File: src/rtl/pcew_pkg.sv
// ----------------------------------------------------------------------------
// pcew_pkg
// Shared types and constants of the PCI class enumeration walker.
// ----------------------------------------------------------------------------
package pcew_pkg;

  localparam int MAX_NEST   = 4;
  localparam int MAX_FOUND  = 8;
  localparam int LEVELS     = MAX_NEST + 1;
  localparam int LVL_W      = (LEVELS > 1) ? $clog2(LEVELS) : 1;
  localparam int STACK_D    = (MAX_NEST > 0) ? MAX_NEST : 1;
  localparam int STK_W      = (STACK_D > 1) ? $clog2(STACK_D) : 1;

  localparam int FIFO_DEPTH = 4;
  localparam int FIFO_AW    = $clog2(FIFO_DEPTH);
  localparam int FIFO_CW    = $clog2(FIFO_DEPTH + 1);

  localparam int CNT_W      = 4;

  localparam logic [5:0] OFF_ID    = 6'd0;
  localparam logic [5:0] OFF_CLASS = 6'd2;
  localparam logic [5:0] OFF_HDR   = 6'd3;
  localparam logic [5:0] OFF_BUS   = 6'd6;

  localparam logic [7:0]       CLASS_BRIDGE = 8'h06;
  localparam logic [7:0]       SUB_P2P      = 8'h04;
  localparam logic [7:0]       PI_ANY       = 8'hFF;
  localparam logic [4:0]       LAST_DEV     = 5'd31;
  localparam logic [2:0]       LAST_FN      = 3'd7;
  localparam logic [CNT_W-1:0] COUNT_SAT    = '1;

  typedef enum logic [1:0] {
    KIND_READ  = 2'd0,
    KIND_FOUND = 2'd1,
    KIND_DONE  = 2'd2
  } kind_t;

  typedef enum logic [1:0] {
    PH_ID    = 2'd0,
    PH_CLASS = 2'd1,
    PH_BUS   = 2'd2,
    PH_HDR   = 2'd3
  } phase_t;

  typedef struct packed {
    logic [7:0] bus;
    logic [4:0] dev;
    logic [2:0] fn;
  } frame_t;

  // one entry per input that causes results: optional found, then main result
  typedef struct packed {
    logic             has_found;
    kind_t            kind;
    frame_t           addr;
    logic [5:0]       off;
    logic [CNT_W-1:0] count;
  } job_t;

  typedef struct packed {
    logic valid;
    job_t job;
  } job_bus_t;

endpackage

File: src/rtl/pcew_if.sv
// ----------------------------------------------------------------------------
// pcew_if
// Valid/ready channels of the walker: command/read data in, results out.
// ----------------------------------------------------------------------------
interface pcew_cmd_if;
  logic        valid;
  logic        ready;
  logic        mode;
  logic [7:0]  class_code;
  logic [7:0]  subclass_code;
  logic [7:0]  prog_interface;
  logic [3:0]  result_limit;
  logic [31:0] read_data;

  modport source (
    output valid, mode, class_code, subclass_code, prog_interface, result_limit,
           read_data,
    input  ready
  );
  modport sink (
    input  valid, mode, class_code, subclass_code, prog_interface, result_limit,
           read_data,
    output ready
  );
endinterface

interface pcew_res_if;
  logic       valid;
  logic       ready;
  logic [1:0] result_kind;
  logic [7:0] req_bus;
  logic [4:0] req_device;
  logic [2:0] req_function;
  logic [5:0] req_dword_offset;
  logic [3:0] found_count;
  logic       last_of_run;

  modport source (
    output valid, result_kind, req_bus, req_device, req_function, req_dword_offset,
           found_count, last_of_run,
    input  ready
  );
  modport sink (
    input  valid, result_kind, req_bus, req_device, req_function, req_dword_offset,
           found_count, last_of_run,
    output ready
  );
endinterface

File: src/rtl/pcew_front.sv
// ----------------------------------------------------------------------------
// pcew_front
// Walker state: takes start and read data transactions, steps the
// depth-first walk and queues the results each one causes.
// ----------------------------------------------------------------------------
module pcew_front
  import pcew_pkg::*;
(
  input  logic          clk,
  input  logic          rst,
  pcew_cmd_if.sink      cmd,
  input  logic          full,
  output job_bus_t      push
);

  frame_t           cur;
  frame_t           cur_next;
  frame_t           stack [STACK_D];
  logic [LVL_W-1:0] level;
  logic [LVL_W-1:0] level_next;
  logic [LVL_W-1:0] level_dec;
  phase_t           phase;
  phase_t           phase_next;
  logic             busy;
  logic             busy_next;
  logic [CNT_W-1:0] match_total;
  logic [CNT_W-1:0] match_total_next;
  logic [7:0]       sought_class;
  logic [7:0]       sought_subclass;
  logic [7:0]       sought_interface;
  logic [CNT_W-1:0] limit_held;
  logic [CNT_W-1:0] limit_next;
  logic [CNT_W-1:0] lim_clamped;
  logic             latch_start;
  logic             stk_we;
  logic             go_fn;
  logic             go_dev;
  logic             adv_ok;
  logic             accept;
  logic             class_hit;
  logic [7:0]       rd_class;
  logic [7:0]       rd_sub;
  logic [7:0]       rd_pi;

  assign cmd.ready   = !full;
  assign accept      = cmd.valid && cmd.ready;
  assign level_dec   = level - LVL_W'(1);
  assign rd_class    = cmd.read_data[23:16];
  assign rd_sub      = cmd.read_data[15:8];
  assign rd_pi       = cmd.read_data[7:0];
  assign lim_clamped = (cmd.result_limit > CNT_W'(MAX_FOUND)) ? CNT_W'(MAX_FOUND)
                                                              : cmd.result_limit;
  assign class_hit   = (rd_class == sought_class) && (rd_sub == sought_subclass) &&
                       ((sought_interface == PI_ANY) || (rd_pi == sought_interface));

  always_comb begin
    cur_next         = cur;
    level_next       = level;
    phase_next       = phase;
    busy_next        = busy;
    match_total_next = match_total;
    limit_next       = limit_held;
    latch_start      = 1'b0;
    stk_we           = 1'b0;
    go_fn            = 1'b0;
    go_dev           = 1'b0;
    push             = '0;
    push.job.kind    = KIND_READ;

    if (accept && !cmd.mode) begin
      latch_start      = 1'b1;
      limit_next       = lim_clamped;
      match_total_next = '0;
      level_next       = '0;
      cur_next         = '0;
      push.valid       = 1'b1;
      if (lim_clamped == '0) begin
        busy_next     = 1'b0;
        phase_next    = PH_ID;
        push.job.kind = KIND_DONE;
      end else begin
        busy_next     = 1'b1;
        phase_next    = PH_ID;
        push.job.off  = OFF_ID;
      end
    end else if (accept && busy) begin
      push.valid = 1'b1;
      case (phase)
        PH_ID: begin
          if (cmd.read_data == '1) begin
            if (cur.fn == '0) go_dev = 1'b1;
            else go_fn = 1'b1;
          end else begin
            phase_next   = PH_CLASS;
            push.job.off = OFF_CLASS;
          end
        end
        PH_CLASS: begin
          if (class_hit) begin
            push.job.has_found = 1'b1;
            if (match_total < COUNT_SAT) match_total_next = match_total + CNT_W'(1);
          end
          if ((rd_class == CLASS_BRIDGE) && (rd_sub == SUB_P2P)) begin
            phase_next   = PH_BUS;
            push.job.off = OFF_BUS;
          end else begin
            phase_next   = PH_HDR;
            push.job.off = OFF_HDR;
          end
        end
        PH_BUS: begin
          if ((cmd.read_data[15:8] != cur.bus) && (level < LVL_W'(MAX_NEST)) &&
              (match_total < limit_held)) begin
            stk_we       = 1'b1;
            level_next   = level + LVL_W'(1);
            cur_next     = '{bus: cmd.read_data[15:8], dev: '0, fn: '0};
            phase_next   = PH_ID;
            push.job.off = OFF_ID;
          end else begin
            phase_next   = PH_HDR;
            push.job.off = OFF_HDR;
          end
        end
        PH_HDR: begin
          // header type bit 7 marks a multifunction device
          if (!cmd.read_data[23]) go_dev = 1'b1;
          else go_fn = 1'b1;
        end
        default: begin
          phase_next = PH_ID;
        end
      endcase
    end

    // advance to the next function, device or parent bus
    adv_ok = match_total_next < limit_held;
    if (go_fn && (cur.fn < LAST_FN) && adv_ok) begin
      cur_next.fn  = cur.fn + 3'd1;
      phase_next   = PH_ID;
      push.job.off = OFF_ID;
    end else if ((go_fn || go_dev) && (cur.dev < LAST_DEV) && adv_ok) begin
      cur_next.dev = cur.dev + 5'd1;
      cur_next.fn  = '0;
      phase_next   = PH_ID;
      push.job.off = OFF_ID;
    end else if (go_fn || go_dev) begin
      if (level == '0) begin
        busy_next     = 1'b0;
        phase_next    = PH_ID;
        level_next    = '0;
        push.job.kind = KIND_DONE;
      end else begin
        level_next   = level_dec;
        cur_next     = stack[level_dec[STK_W-1:0]];
        phase_next   = PH_HDR;
        push.job.off = OFF_HDR;
      end
    end

    push.job.count = match_total_next;
    if (push.job.kind == KIND_DONE) begin
      push.job.addr = '0;
      push.job.off  = '0;
    end else begin
      push.job.addr = cur_next;
    end
  end

  always_ff @(posedge clk) begin
    if (rst) begin
      cur         <= '0;
      level       <= '0;
      phase       <= PH_ID;
      busy        <= 1'b0;
      match_total <= '0;
      limit_held  <= '0;
    end else begin
      cur         <= cur_next;
      level       <= level_next;
      phase       <= phase_next;
      busy        <= busy_next;
      match_total <= match_total_next;
      limit_held  <= limit_next;
    end
  end

  always_ff @(posedge clk) begin
    if (rst) begin
      sought_class     <= '0;
      sought_subclass  <= '0;
      sought_interface <= '0;
    end else if (latch_start) begin
      sought_class     <= cmd.class_code;
      sought_subclass  <= cmd.subclass_code;
      sought_interface <= cmd.prog_interface;
    end
  end

  // parent frames; the current frame lives in cur
  always_ff @(posedge clk) begin
    if (stk_we) begin
      stack[level[STK_W-1:0]] <= cur;
    end
  end

endmodule

File: src/rtl/pcew_fifo.sv
// ----------------------------------------------------------------------------
// pcew_fifo
// Short queue of result jobs between the walker and the output stage.
// ----------------------------------------------------------------------------
module pcew_fifo
  import pcew_pkg::*;
(
  input  logic     clk,
  input  logic     rst,
  input  job_bus_t push,
  output logic     full,
  output job_bus_t head,
  input  logic     pop
);

  job_t               mem [FIFO_DEPTH];
  logic [FIFO_AW-1:0] wr_ptr;
  logic [FIFO_AW-1:0] rd_ptr;
  logic [FIFO_CW-1:0] count;
  logic               do_push;
  logic               do_pop;

  assign full       = (count == FIFO_CW'(FIFO_DEPTH));
  assign head.valid = (count != '0);
  assign head.job   = mem[rd_ptr];
  assign do_push    = push.valid && !full;
  assign do_pop     = pop && head.valid;

  always_ff @(posedge clk) begin
    if (do_push) begin
      mem[wr_ptr] <= push.job;
    end
  end

  always_ff @(posedge clk) begin
    if (rst) begin
      wr_ptr <= '0;
      rd_ptr <= '0;
      count  <= '0;
    end else begin
      if (do_push) wr_ptr <= wr_ptr + FIFO_AW'(1);
      if (do_pop)  rd_ptr <= rd_ptr + FIFO_AW'(1);
      case ({do_push, do_pop})
        2'b10:   count <= count + FIFO_CW'(1);
        2'b01:   count <= count - FIFO_CW'(1);
        default: count <= count;
      endcase
    end
  end

endmodule

File: src/rtl/pcew_back.sv
// ----------------------------------------------------------------------------
// pcew_back
// Output stage: holds one job and sends its found result, if any, then its
// read request or done result.
// ----------------------------------------------------------------------------
module pcew_back
  import pcew_pkg::*;
(
  input  logic      clk,
  input  logic      rst,
  input  job_bus_t  head,
  output logic      pop,
  pcew_res_if.source res
);

  job_t hold;
  logic hold_valid;
  logic second;
  logic last_beat;
  logic out_fire;

  assign last_beat = !hold.has_found || second;
  assign out_fire  = hold_valid && res.ready;
  assign pop       = head.valid && (!hold_valid || (out_fire && last_beat));

  always_comb begin
    res.valid        = hold_valid;
    res.req_bus      = hold.addr.bus;
    res.req_device   = hold.addr.dev;
    res.req_function = hold.addr.fn;
    res.found_count  = hold.count;
    if (hold.has_found && !second) begin
      res.result_kind      = KIND_FOUND;
      res.req_dword_offset = '0;
      res.last_of_run      = 1'b0;
    end else begin
      res.result_kind      = hold.kind;
      res.req_dword_offset = hold.off;
      res.last_of_run      = 1'b1;
    end
  end

  always_ff @(posedge clk) begin
    if (rst) begin
      hold_valid <= 1'b0;
      second     <= 1'b0;
    end else if (pop) begin
      hold_valid <= 1'b1;
      second     <= 1'b0;
    end else if (out_fire) begin
      if (last_beat) begin
        hold_valid <= 1'b0;
        second     <= 1'b0;
      end else begin
        second     <= 1'b1;
      end
    end
  end

  always_ff @(posedge clk) begin
    if (pop) begin
      hold <= head.job;
    end
  end

endmodule

File: src/rtl/pci_class_enumeration_walker_core.sv
// ----------------------------------------------------------------------------
// pci_class_enumeration_walker_core
// Depth-first PCI class search: issues config reads, reports matching
// functions and a final count.
// ----------------------------------------------------------------------------
//  channel | dir | handshake    | payload
//  cmd     | in  | valid/ready  | mode, class/subclass/interface, limit, read_data
//  res     | out | valid/ready  | kind, bus/device/function, dword offset, count, last
//
// the front takes one transaction per cycle while the 4-entry job queue has room
// each accepted transaction is decided in the cycle it arrives
// the output stage sends one result per cycle; a match and its read are two results
// res stalls fill the queue and then drop cmd.ready; no clearing pass after reset
module pci_class_enumeration_walker_core
  import pcew_pkg::*;
(
  input  logic       clk,
  input  logic       rst,
  pcew_cmd_if.sink   cmd,
  pcew_res_if.source res
);

  job_bus_t push;
  job_bus_t head;
  logic     full;
  logic     pop;

  pcew_front u_front (
    .clk  (clk),
    .rst  (rst),
    .cmd  (cmd),
    .full (full),
    .push (push)
  );

  pcew_fifo u_fifo (
    .clk  (clk),
    .rst  (rst),
    .push (push),
    .full (full),
    .head (head),
    .pop  (pop)
  );

  pcew_back u_back (
    .clk  (clk),
    .rst  (rst),
    .head (head),
    .pop  (pop),
    .res  (res)
  );

  // every start transaction queues exactly one job
  a_start_pushes: assert property (@(posedge clk) disable iff (rst)
    (cmd.valid && cmd.ready && !cmd.mode) |-> push.valid)
    else $error("start transaction did not queue a job");

  // no job appears without an accepted transaction
  a_push_has_source: assert property (@(posedge clk) disable iff (rst)
    push.valid |-> (cmd.valid && cmd.ready))
    else $error("job queued without a transaction");

  // only a found result can be followed by another from the same input
  a_not_last_is_found: assert property (@(posedge clk) disable iff (rst)
    (res.valid && !res.last_of_run) |-> (res.result_kind == KIND_FOUND))
    else $error("non-final result that is not a found");

  // a found result is always followed by its read request
  a_found_then_read: assert property (@(posedge clk) disable iff (rst)
    (res.valid && res.ready && !res.last_of_run) |=>
      (res.valid && res.last_of_run && (res.result_kind == KIND_READ)))
    else $error("found result not followed by read request");

endmodule
File: src/flat_wrapper.sv
// flat-port wrapper written by rule: the top's interface ports become plain ports
module pci_class_enumeration_walker_core_flat import pcew_pkg::*;
  (clk, rst, cmd_valid, cmd_mode, cmd_class_code, cmd_subclass_code, cmd_prog_interface, cmd_result_limit, cmd_read_data, cmd_ready, res_valid, res_result_kind, res_req_bus, res_req_device, res_req_function, res_req_dword_offset, res_found_count, res_last_of_run, res_ready);
  pcew_cmd_if cmd_i ();
  pcew_res_if res_i ();
  input  logic clk;
  input  logic rst;
  input wire logic [$bits(cmd_i.valid)-1:0] cmd_valid;
  input wire logic [$bits(cmd_i.mode)-1:0] cmd_mode;
  input wire logic [$bits(cmd_i.class_code)-1:0] cmd_class_code;
  input wire logic [$bits(cmd_i.subclass_code)-1:0] cmd_subclass_code;
  input wire logic [$bits(cmd_i.prog_interface)-1:0] cmd_prog_interface;
  input wire logic [$bits(cmd_i.result_limit)-1:0] cmd_result_limit;
  input wire logic [$bits(cmd_i.read_data)-1:0] cmd_read_data;
  output wire logic [$bits(cmd_i.ready)-1:0] cmd_ready;
  output wire logic [$bits(res_i.valid)-1:0] res_valid;
  output wire logic [$bits(res_i.result_kind)-1:0] res_result_kind;
  output wire logic [$bits(res_i.req_bus)-1:0] res_req_bus;
  output wire logic [$bits(res_i.req_device)-1:0] res_req_device;
  output wire logic [$bits(res_i.req_function)-1:0] res_req_function;
  output wire logic [$bits(res_i.req_dword_offset)-1:0] res_req_dword_offset;
  output wire logic [$bits(res_i.found_count)-1:0] res_found_count;
  output wire logic [$bits(res_i.last_of_run)-1:0] res_last_of_run;
  input wire logic [$bits(res_i.ready)-1:0] res_ready;
  assign cmd_i.valid = cmd_valid;
  assign cmd_i.mode = cmd_mode;
  assign cmd_i.class_code = cmd_class_code;
  assign cmd_i.subclass_code = cmd_subclass_code;
  assign cmd_i.prog_interface = cmd_prog_interface;
  assign cmd_i.result_limit = cmd_result_limit;
  assign cmd_i.read_data = cmd_read_data;
  assign cmd_ready = cmd_i.ready;
  assign res_valid = res_i.valid;
  assign res_result_kind = res_i.result_kind;
  assign res_req_bus = res_i.req_bus;
  assign res_req_device = res_i.req_device;
  assign res_req_function = res_i.req_function;
  assign res_req_dword_offset = res_i.req_dword_offset;
  assign res_found_count = res_i.found_count;
  assign res_last_of_run = res_i.last_of_run;
  assign res_i.ready = res_ready;
  pci_class_enumeration_walker_core u_core (.clk(clk), .rst(rst), .cmd(cmd_i), .res(res_i));
endmodule
File: config.mk
export PLATFORM = sky130hd
export DESIGN_NAME = pci_class_enumeration_walker_core_flat
export DESIGN_NICKNAME = d
export VERILOG_FILES = /design/src/rtl/pcew_pkg.sv /design/src/rtl/pcew_if.sv /design/src/rtl/pcew_front.sv /design/src/rtl/pcew_fifo.sv /design/src/rtl/pcew_back.sv /design/src/rtl/pci_class_enumeration_walker_core.sv /design/src/flat_wrapper.sv
export SDC_FILE = /design/constraint.sdc
export NUM_CORES = 1
export LEC_CHECK = 0
export BUFFER_PORTS_ARGS = -buffer_cell sky130_fd_sc_hd__buf_2
export CELL_PAD_IN_SITES_DETAIL_PLACEMENT = 0
export CELL_PAD_IN_SITES_GLOBAL_PLACEMENT = 1
export CORE_ASPECT_RATIO = 1.2
export CORE_UTILIZATION = 50
export CTS_CLUSTER_SIZE = 14
export DETAILED_ROUTE_END_ITERATION = 7
export GPL_TIMING_DRIVEN = 0
export HOLD_SLACK_MARGIN = 0.15
export PLACE_DENSITY = 0.76
export SLEW_MARGIN = 40
export SYNTH_ARGS = -nofsm -noshare
export SYNTH_HDL_FRONTEND = slang
export SYNTH_HIERARCHICAL = 1
export SYNTH_SLANG_ARGS = --single-unit
export TNS_END_PERCENT = 10
File: constraint.sdc
create_clock -name clk -period 9 [get_ports clk]
set_input_delay 0.45 -clock clk [delete_from_list [all_inputs] [get_ports clk]]
set_output_delay 0.45 -clock clk [all_outputs]
set_load 0.01 [all_outputs]
==> results of run 1 <==
per-stage QoR:
step                setup WS, ns  hold WS (ns)  instances  power, mW
finish                      3.42         0.164       1302       3.22
global route                3.07         0.155       1302       3.37
CTS                         3.40         0.151       1302       3.26
detailed placement          3.39         0.444       1247       2.17
global placement            3.02         0.441       1242       2.14
floorplan                   4.78         0.432        832       1.98
worst min-delay path: cells and delay by family:
kind / cells / cell delay, ns
buf+inv: 1 / 0.09
compound gates: 1 / 0.05
simple gates: 1 / 0.05
logic make-up (layout without fill, tap and decap cells):
family                     count (synthesis)  after routing  share of synthesized area [%]
DFF                                      274            274                           63.7
and+or+nand+nor                          239            239                           10.4
AOI/OAI and AO/OA                         99             99                           6.04
buffers and inverters                     86            241                           3.88
muxes                                     62             62                           10.0
xor gates and xnor gates                  41             41                           3.02
adders and majority gates                 27             27                           2.90
other                                      1              4                         0.0315
layer usage:
layer	wire length, um	track usage [%]	part of all wire, %
met1	10300	26.3	43
met2	12300	35.2	51
met3	890	2.69	3.7
met4	693	7.39	2.9
met5	0	0	0
power breakdown:
part           internal (mW)  switching, mW  leakage, nW
combinational          0.289          0.294         1.94
sequential              1.51         0.0446         2.60
clock                  0.630          0.457        0.407
area by class of cell:
class,instances,area [sq um]
Sequential cell,274,7580
Timing Repair Buffer,105,613
Buffer,58,358
Tap cell,315,394
Inverter,28,105
Clock inverter,11,118
Clock buffer,39,741
Fill cell,1821,9470
Multi-Input combinational cell,472,3910
state kept, by name (all words and copies together) (netlist names), 5 cells and up, named ones only:
name,cells
u_core/u_front/sought_class,8
u_core/u_front/sought_subclass,8
u_core/u_front/sought_interface,8
u_core/u_front/cur,16
u_core/u_fifo/mem,116
u_core/u_back/res.req_device,5
u_core/u_back/res.req_bus,8
u_core/u_front/stack,64
u_core/u_back/hold,9
Yosys cell counts, types with 3 or more instances:
library cell	n
edfxtp_1	209
dfxtp_1	65
nand2_1	65
mux4_2	44
nor2_1	41
a21oi_1	39
inv_1	28
xnor2_1	27
buf_4	26
ha_1	26
clkbuf_1	23
nand3_1	23
nor2b_1	21
nor3_1	15
xor2_1	14
mux2i_1	13
nand4_1	13
o21ai_0	10
and3_1	8
nor4_1	8
and2_2	7
o31ai_2	7
o32ai_1	7
or3_1	7
a31oi_1	6
a2bb2oi_1	5
nand3b_1	5
and2_1	4
mux2_2	4
nand2b_1	4
or2_2	4
buf_1	3
buf_6	3
worst paths after layout:
path	startpoint	to	cells after the start
max reg2reg	u_core/u_fifo/count[0]$_SDFFE_PP0P_	u_core/u_fifo/mem[1][20]$_DFFE_PP_	13
min	cmd_prog_interface[6]	u_core/u_front/sought_interface[6]$_SDFFE_PP0P_	3
min reg2reg	u_core/u_front/limit_held[2]$_SDFFE_PP0P_	u_core/u_front/limit_held[2]$_SDFFE_PP0P_	2
max	u_core/u_fifo/count[0]$_SDFFE_PP0P_	u_core/u_fifo/mem[1][20]$_DFFE_PP_	13
repair_timing:
action                                  in CTS  in global routing
endpoints found under the hold margin        5                  0
hold buffers                                 5                  0
endpoints found under the setup margin       0                  0
==> impl_metrics.json, run 1 <==
{
  "run_status": "complete, no violations",
  "ys_top_cells_by_area": "edfxtp_1 (53%), dfxtp_1 (11%), mux4_2 (8.3%)",
  "cellLeakagePower_nw": 4.95,
  "num_antenna_cells": 0,
  "numCtsBuffers": 27,
  "drv_cap": 0,
  "cp.arrival_ns": 5.90,
  "vdd_drop_max_uv": 145,
  "design_area_sq_um": 13800,
  "cts_sinks": 274,
  "synth_edf_count": 209,
  "path_clk_slew_ns": 0.07,
  "core_sq_um": 23300,
  "clkLatencyLatePin_ns": 0.53,
  "die-width_um": 143,
  "yosysWarningCount": 6,
  "antenna_found_initial": 0,
  "syn_area_per_cell_sq_um": 14.4,
  "crit_family": "compound AO/OA/AOI/OAI gates",
  "most-common-layout-cells": "edfxtp_1 (209), buf_2 (97), nand2_1 (65), dfxtp_1 (65), mux4_2 (44)",
  "fin_crit_ns": 5.58,
  "rsz0062_at_grt": "false",
  "drive_above_1_share_pct": 26.4,
  "tritoncts": "built",
  "drc": 0,
  "grt_pass1_wl_um": 37500,
  "r2r_setup_slack_ns": 3.42,
  "final_common_cell": "edfxtp_1",
  "utilization_pct": 59.3,
  "crit_path_max_fanout": 10,
  "std_cell_rows": 61,
  "hold_violations": 0,
  "routed_wl_um": 24200,
  "cts_resized": 0,
  "tns_ns": 0,
  "placed_area_sq_um": 12900,
  "first_global_vias": 6902,
  "synth.largest_area_cell": "edfxtp_1",
  "worstSetupStartpointType": "flop",
  "finalCritPeriodShare_pct": 62.0,
  "chipHeight_um": 171,
  "path_cells": "nor3b_2 -> nor3b_2 -> clkbuf_1 -> clkbuf_1 -> nor2_1 -> ha_1 -> a2111oi_0 -> a21oi_1 -> a41o_1 -> a211oi_4 -> nor2_4 -> o31ai_2 -> nor2b_1",
  "grt_usage_pct": 20.4,
  "cts_setup_buffers": 0,
  "nets": 1058,
  "slowest_delay_ns": 0.61,
  "crit_buf_inv": 2,
  "gr-total-overflow": 0,
  "grt_start_max_net_pins": 19,
  "cts_max_path_buffers": 3,
  "seq_area_frac_synth_pct": 63.7,
  "hp-class": "in -> reg",
  "io_pins": 96,
  "drt_iter0_drc": 430,
  "synthArstFlopShare_pct": 0,
  "gp_congestion": 0.832,
  "synth.distinct_cells": 69,
  "crit_type": "reg -> reg",
  "endpoint_kind": "flop",
  "ys_ff_latch": 274,
  "initial_core_util_pct": 51.1,
  "vias": 6994,
  "worstMarginPinSlew_ns": 0.777,
  "die-area_sq_um": 24400,
  "ant_nets": 0,
  "syn_area_sq_um": 11900,
  "crit_required_ns": 9.32,
  "first_pass_iters": 6,
  "syn_inst": 829,
  "yosys.area.top_type_share_pct": 52.7,
  "fmax_ghz": 0.179,
  "finalSetupViolCount": 0,
  "powerDensity_nw_per_um2": 233,
  "drv_slew": 0,
  "skew_ns": 0.0169,
  "syn_to_final_growth_pct": 16.0,
  "io_buffers": 95,
  "synth_flop_cell": "edfxtp_1",
  "wl_per_cell_um": 18.6,
  "hpwl_um": 17200,
  "htreeDepth": 1,
  "cts_root_buffer": "clkbuf_16",
  "vias_per_cell": 5.37,
  "crit_slowest_cell": "clkbuf_1",
  "slew_headroom_pct": 47.9
}
Power figures use the tool's default switching activity.
==> inputs of run 2 (changes only) <==
==> constraint.sdc (replaced) <==
create_clock -name clk -period 5.8 [get_ports clk]
set_input_delay 0.29 -clock clk [delete_from_list [all_inputs] [get_ports clk]]
set_output_delay 0.29 -clock clk [all_outputs]
set_load 0.01 [all_outputs]
==> impl_metrics.json, run 2 (synthesis gave the netlist of run 1 again) <==
{
  "htreeDepth": 1,
  "largest_reg_flops": 116,
  "cts_root_buffer": "clkbuf_16",
  "vias": 7153,
  "endpoint_kind": "flop",
  "drc": 0,
  "vias_per_cell": 5.37,
  "utilization_pct": 60.6,
  "hold_violations": 0,
  "gp_congestion": 0.832,
  "die-width_um": 143,
  "skew_ns": 0.0171,
  "cp.arrival_ns": 5.87,
  "top_register": "u_core/u_fifo/mem",
  "initial_core_util_pct": 51.1,
  "grt_start_max_net_pins": 19,
  "die-area_sq_um": 24400,
  "finalSetupViolCount": 0,
  "worstSetupStartpointType": "flop",
  "min_from": "res_ready",
  "powerDensity_nw_per_um2": 356,
  "path_cells": "nor3b_2 -> nor3b_2 -> clkbuf_1 -> clkbuf_1 -> nor2_1 -> ha_1 -> a2111oi_0 -> a21oi_1 -> a41o_1 -> a211oi_4 -> nor2_4 -> o31ai_2 -> nor2b_1",
  "routed_wl_um": 24500,
  "hp-class": "in -> reg",
  "cts_sinks": 274,
  "chipHeight_um": 171,
  "ant_nets": 0,
  "core_sq_um": 23300,
  "first_global_vias": 7022,
  "wl_per_cell_um": 18.4,
  "crit_path_max_fanout": 10,
  "final_common_cell": "edfxtp_1",
  "drv_slew": 0,
  "run_status": "complete, no violations",
  "crit_required_ns": 6.12,
  "crit_slowest_cell": "clkbuf_1",
  "path_clk_slew_ns": 0.07,
  "finalCritPeriodShare_pct": 95.7,
  "fin_crit_ns": 5.55,
  "tritoncts": "built",
  "slew_headroom_pct": 48.3,
  "hpwl_um": 17200,
  "drt_iter0_drc": 443,
  "vdd_drop_max_uv": 225,
  "cts_max_path_buffers": 3,
  "fmax_ghz": 0.180,
  "io_buffers": 95,
  "numCtsBuffers": 27,
  "cellLeakagePower_nw": 5.07,
  "syn_to_final_growth_pct": 18.5,
  "drv_cap": 0,
  "grt_usage_pct": 20.6,
  "final_cells": 1331,
  "drive_above_1_share_pct": 26.3,
  "grt_pass1_wl_um": 37900,
  "antenna_found_initial": 0,
  "first_pass_iters": 5,
  "io_pins": 96,
  "most-common-layout-cells": "edfxtp_1 (209), buf_2 (97), nand2_1 (65), dfxtp_1 (65), mux4_2 (44)",
  "num_antenna_cells": 0,
  "std_cell_rows": 61,
  "critical_path.startpoint": "u_core/u_fifo/count[0]$_SDFFE_PP0P_",
  "nets": 1087,
  "gr-total-overflow": 0,
  "slowest_delay_ns": 0.61,
  "crit_type": "reg -> reg",
  "worstMarginPinSlew_ns": 0.771,
  "clkLatencyLatePin_ns": 0.53,
  "rr_startpoint": "u_core/u_fifo/count[0]$_SDFFE_PP0P_",
  "dp_cells": 1247
}
## run 2: area by class of cell
type                            count  area (sq um)
Fill cell                        1793          9170
Sequential cell                   274          7580
Multi-Input combinational cell    472          3920
Timing Repair Buffer              134           896
Clock buffer                       39           741
Tap cell                          315           394
Buffer                             58           358
Clock inverter                     11           118
Inverter                           28           105
## run 2: worst paths after layout
path,to,slack (ns),cells after the start
max,u_core/u_fifo/mem[1][20]$_DFFE_PP_,0.25,13
min,u_core/u_back/second$_SDFFE_PP0N_,0.17,4
max reg2reg,u_core/u_fifo/mem[1][20]$_DFFE_PP_,0.25,13
min reg2reg,u_core/u_front/limit_held[2]$_SDFFE_PP0P_,0.45,2
## run 2: where the power goes
part	switching [mW]	total (mW)	internal [mW]	leakage [nW]
logic	0.461	0.925	0.464	2.07
clock network	0.708	1.69	0.978	0.407
registers	0.0692	2.41	2.34	2.60
total	1.24	5.02	3.78	5.07
## run 2: per-stage QoR
stage | area (sq um) | hold slack, ns | setup TNS, ns | worst slack [ns] | total power [mW]
3_3_place_gp | 12800 | 0.441 | -3.33 | -0.144 | 3.33
6_report | 14100 | 0.167 | 0 | 0.249 | 5.02
2_1_floorplan | 11900 | 0.358 | 0 | 1.58 | 3.07
5_1_grt | 14100 | 0.192 | -0.0219 | -0.00900 | 5.25
3_5_place_dp | 12900 | 0.444 | 0 | 0.239 | 3.37
4_1_cts | 14100 | 0.153 | 0 | 0.199 | 5.08
## run 2: worst max-delay path: cells and delay by family, from the launching register on
family	cells	cell delay (ns)
simple gates	5	1.39
fa+ha+maj	1	0.38
compound gates	5	2.04
buf+inv	2	1.09
flops	1	0.43
## run 2: metal layers
| layer | wire length, um | global-route usage (%) |
|---|---|---|
| met1 | 10300 | 26.4 |
| met2 | 12500 | 35.8 |
| met3 | 955 | 2.69 |
| met4 | 704 | 7.39 |
| met5 | 0 | 0 |
## run 2: what timing repair did
action	4_1_cts	5_1_grt
gates resized for setup	0	3
endpoints found under the hold margin	30	0
setup buffers	0	3
hold buffers	31	0
endpoints found under the setup margin	0	48
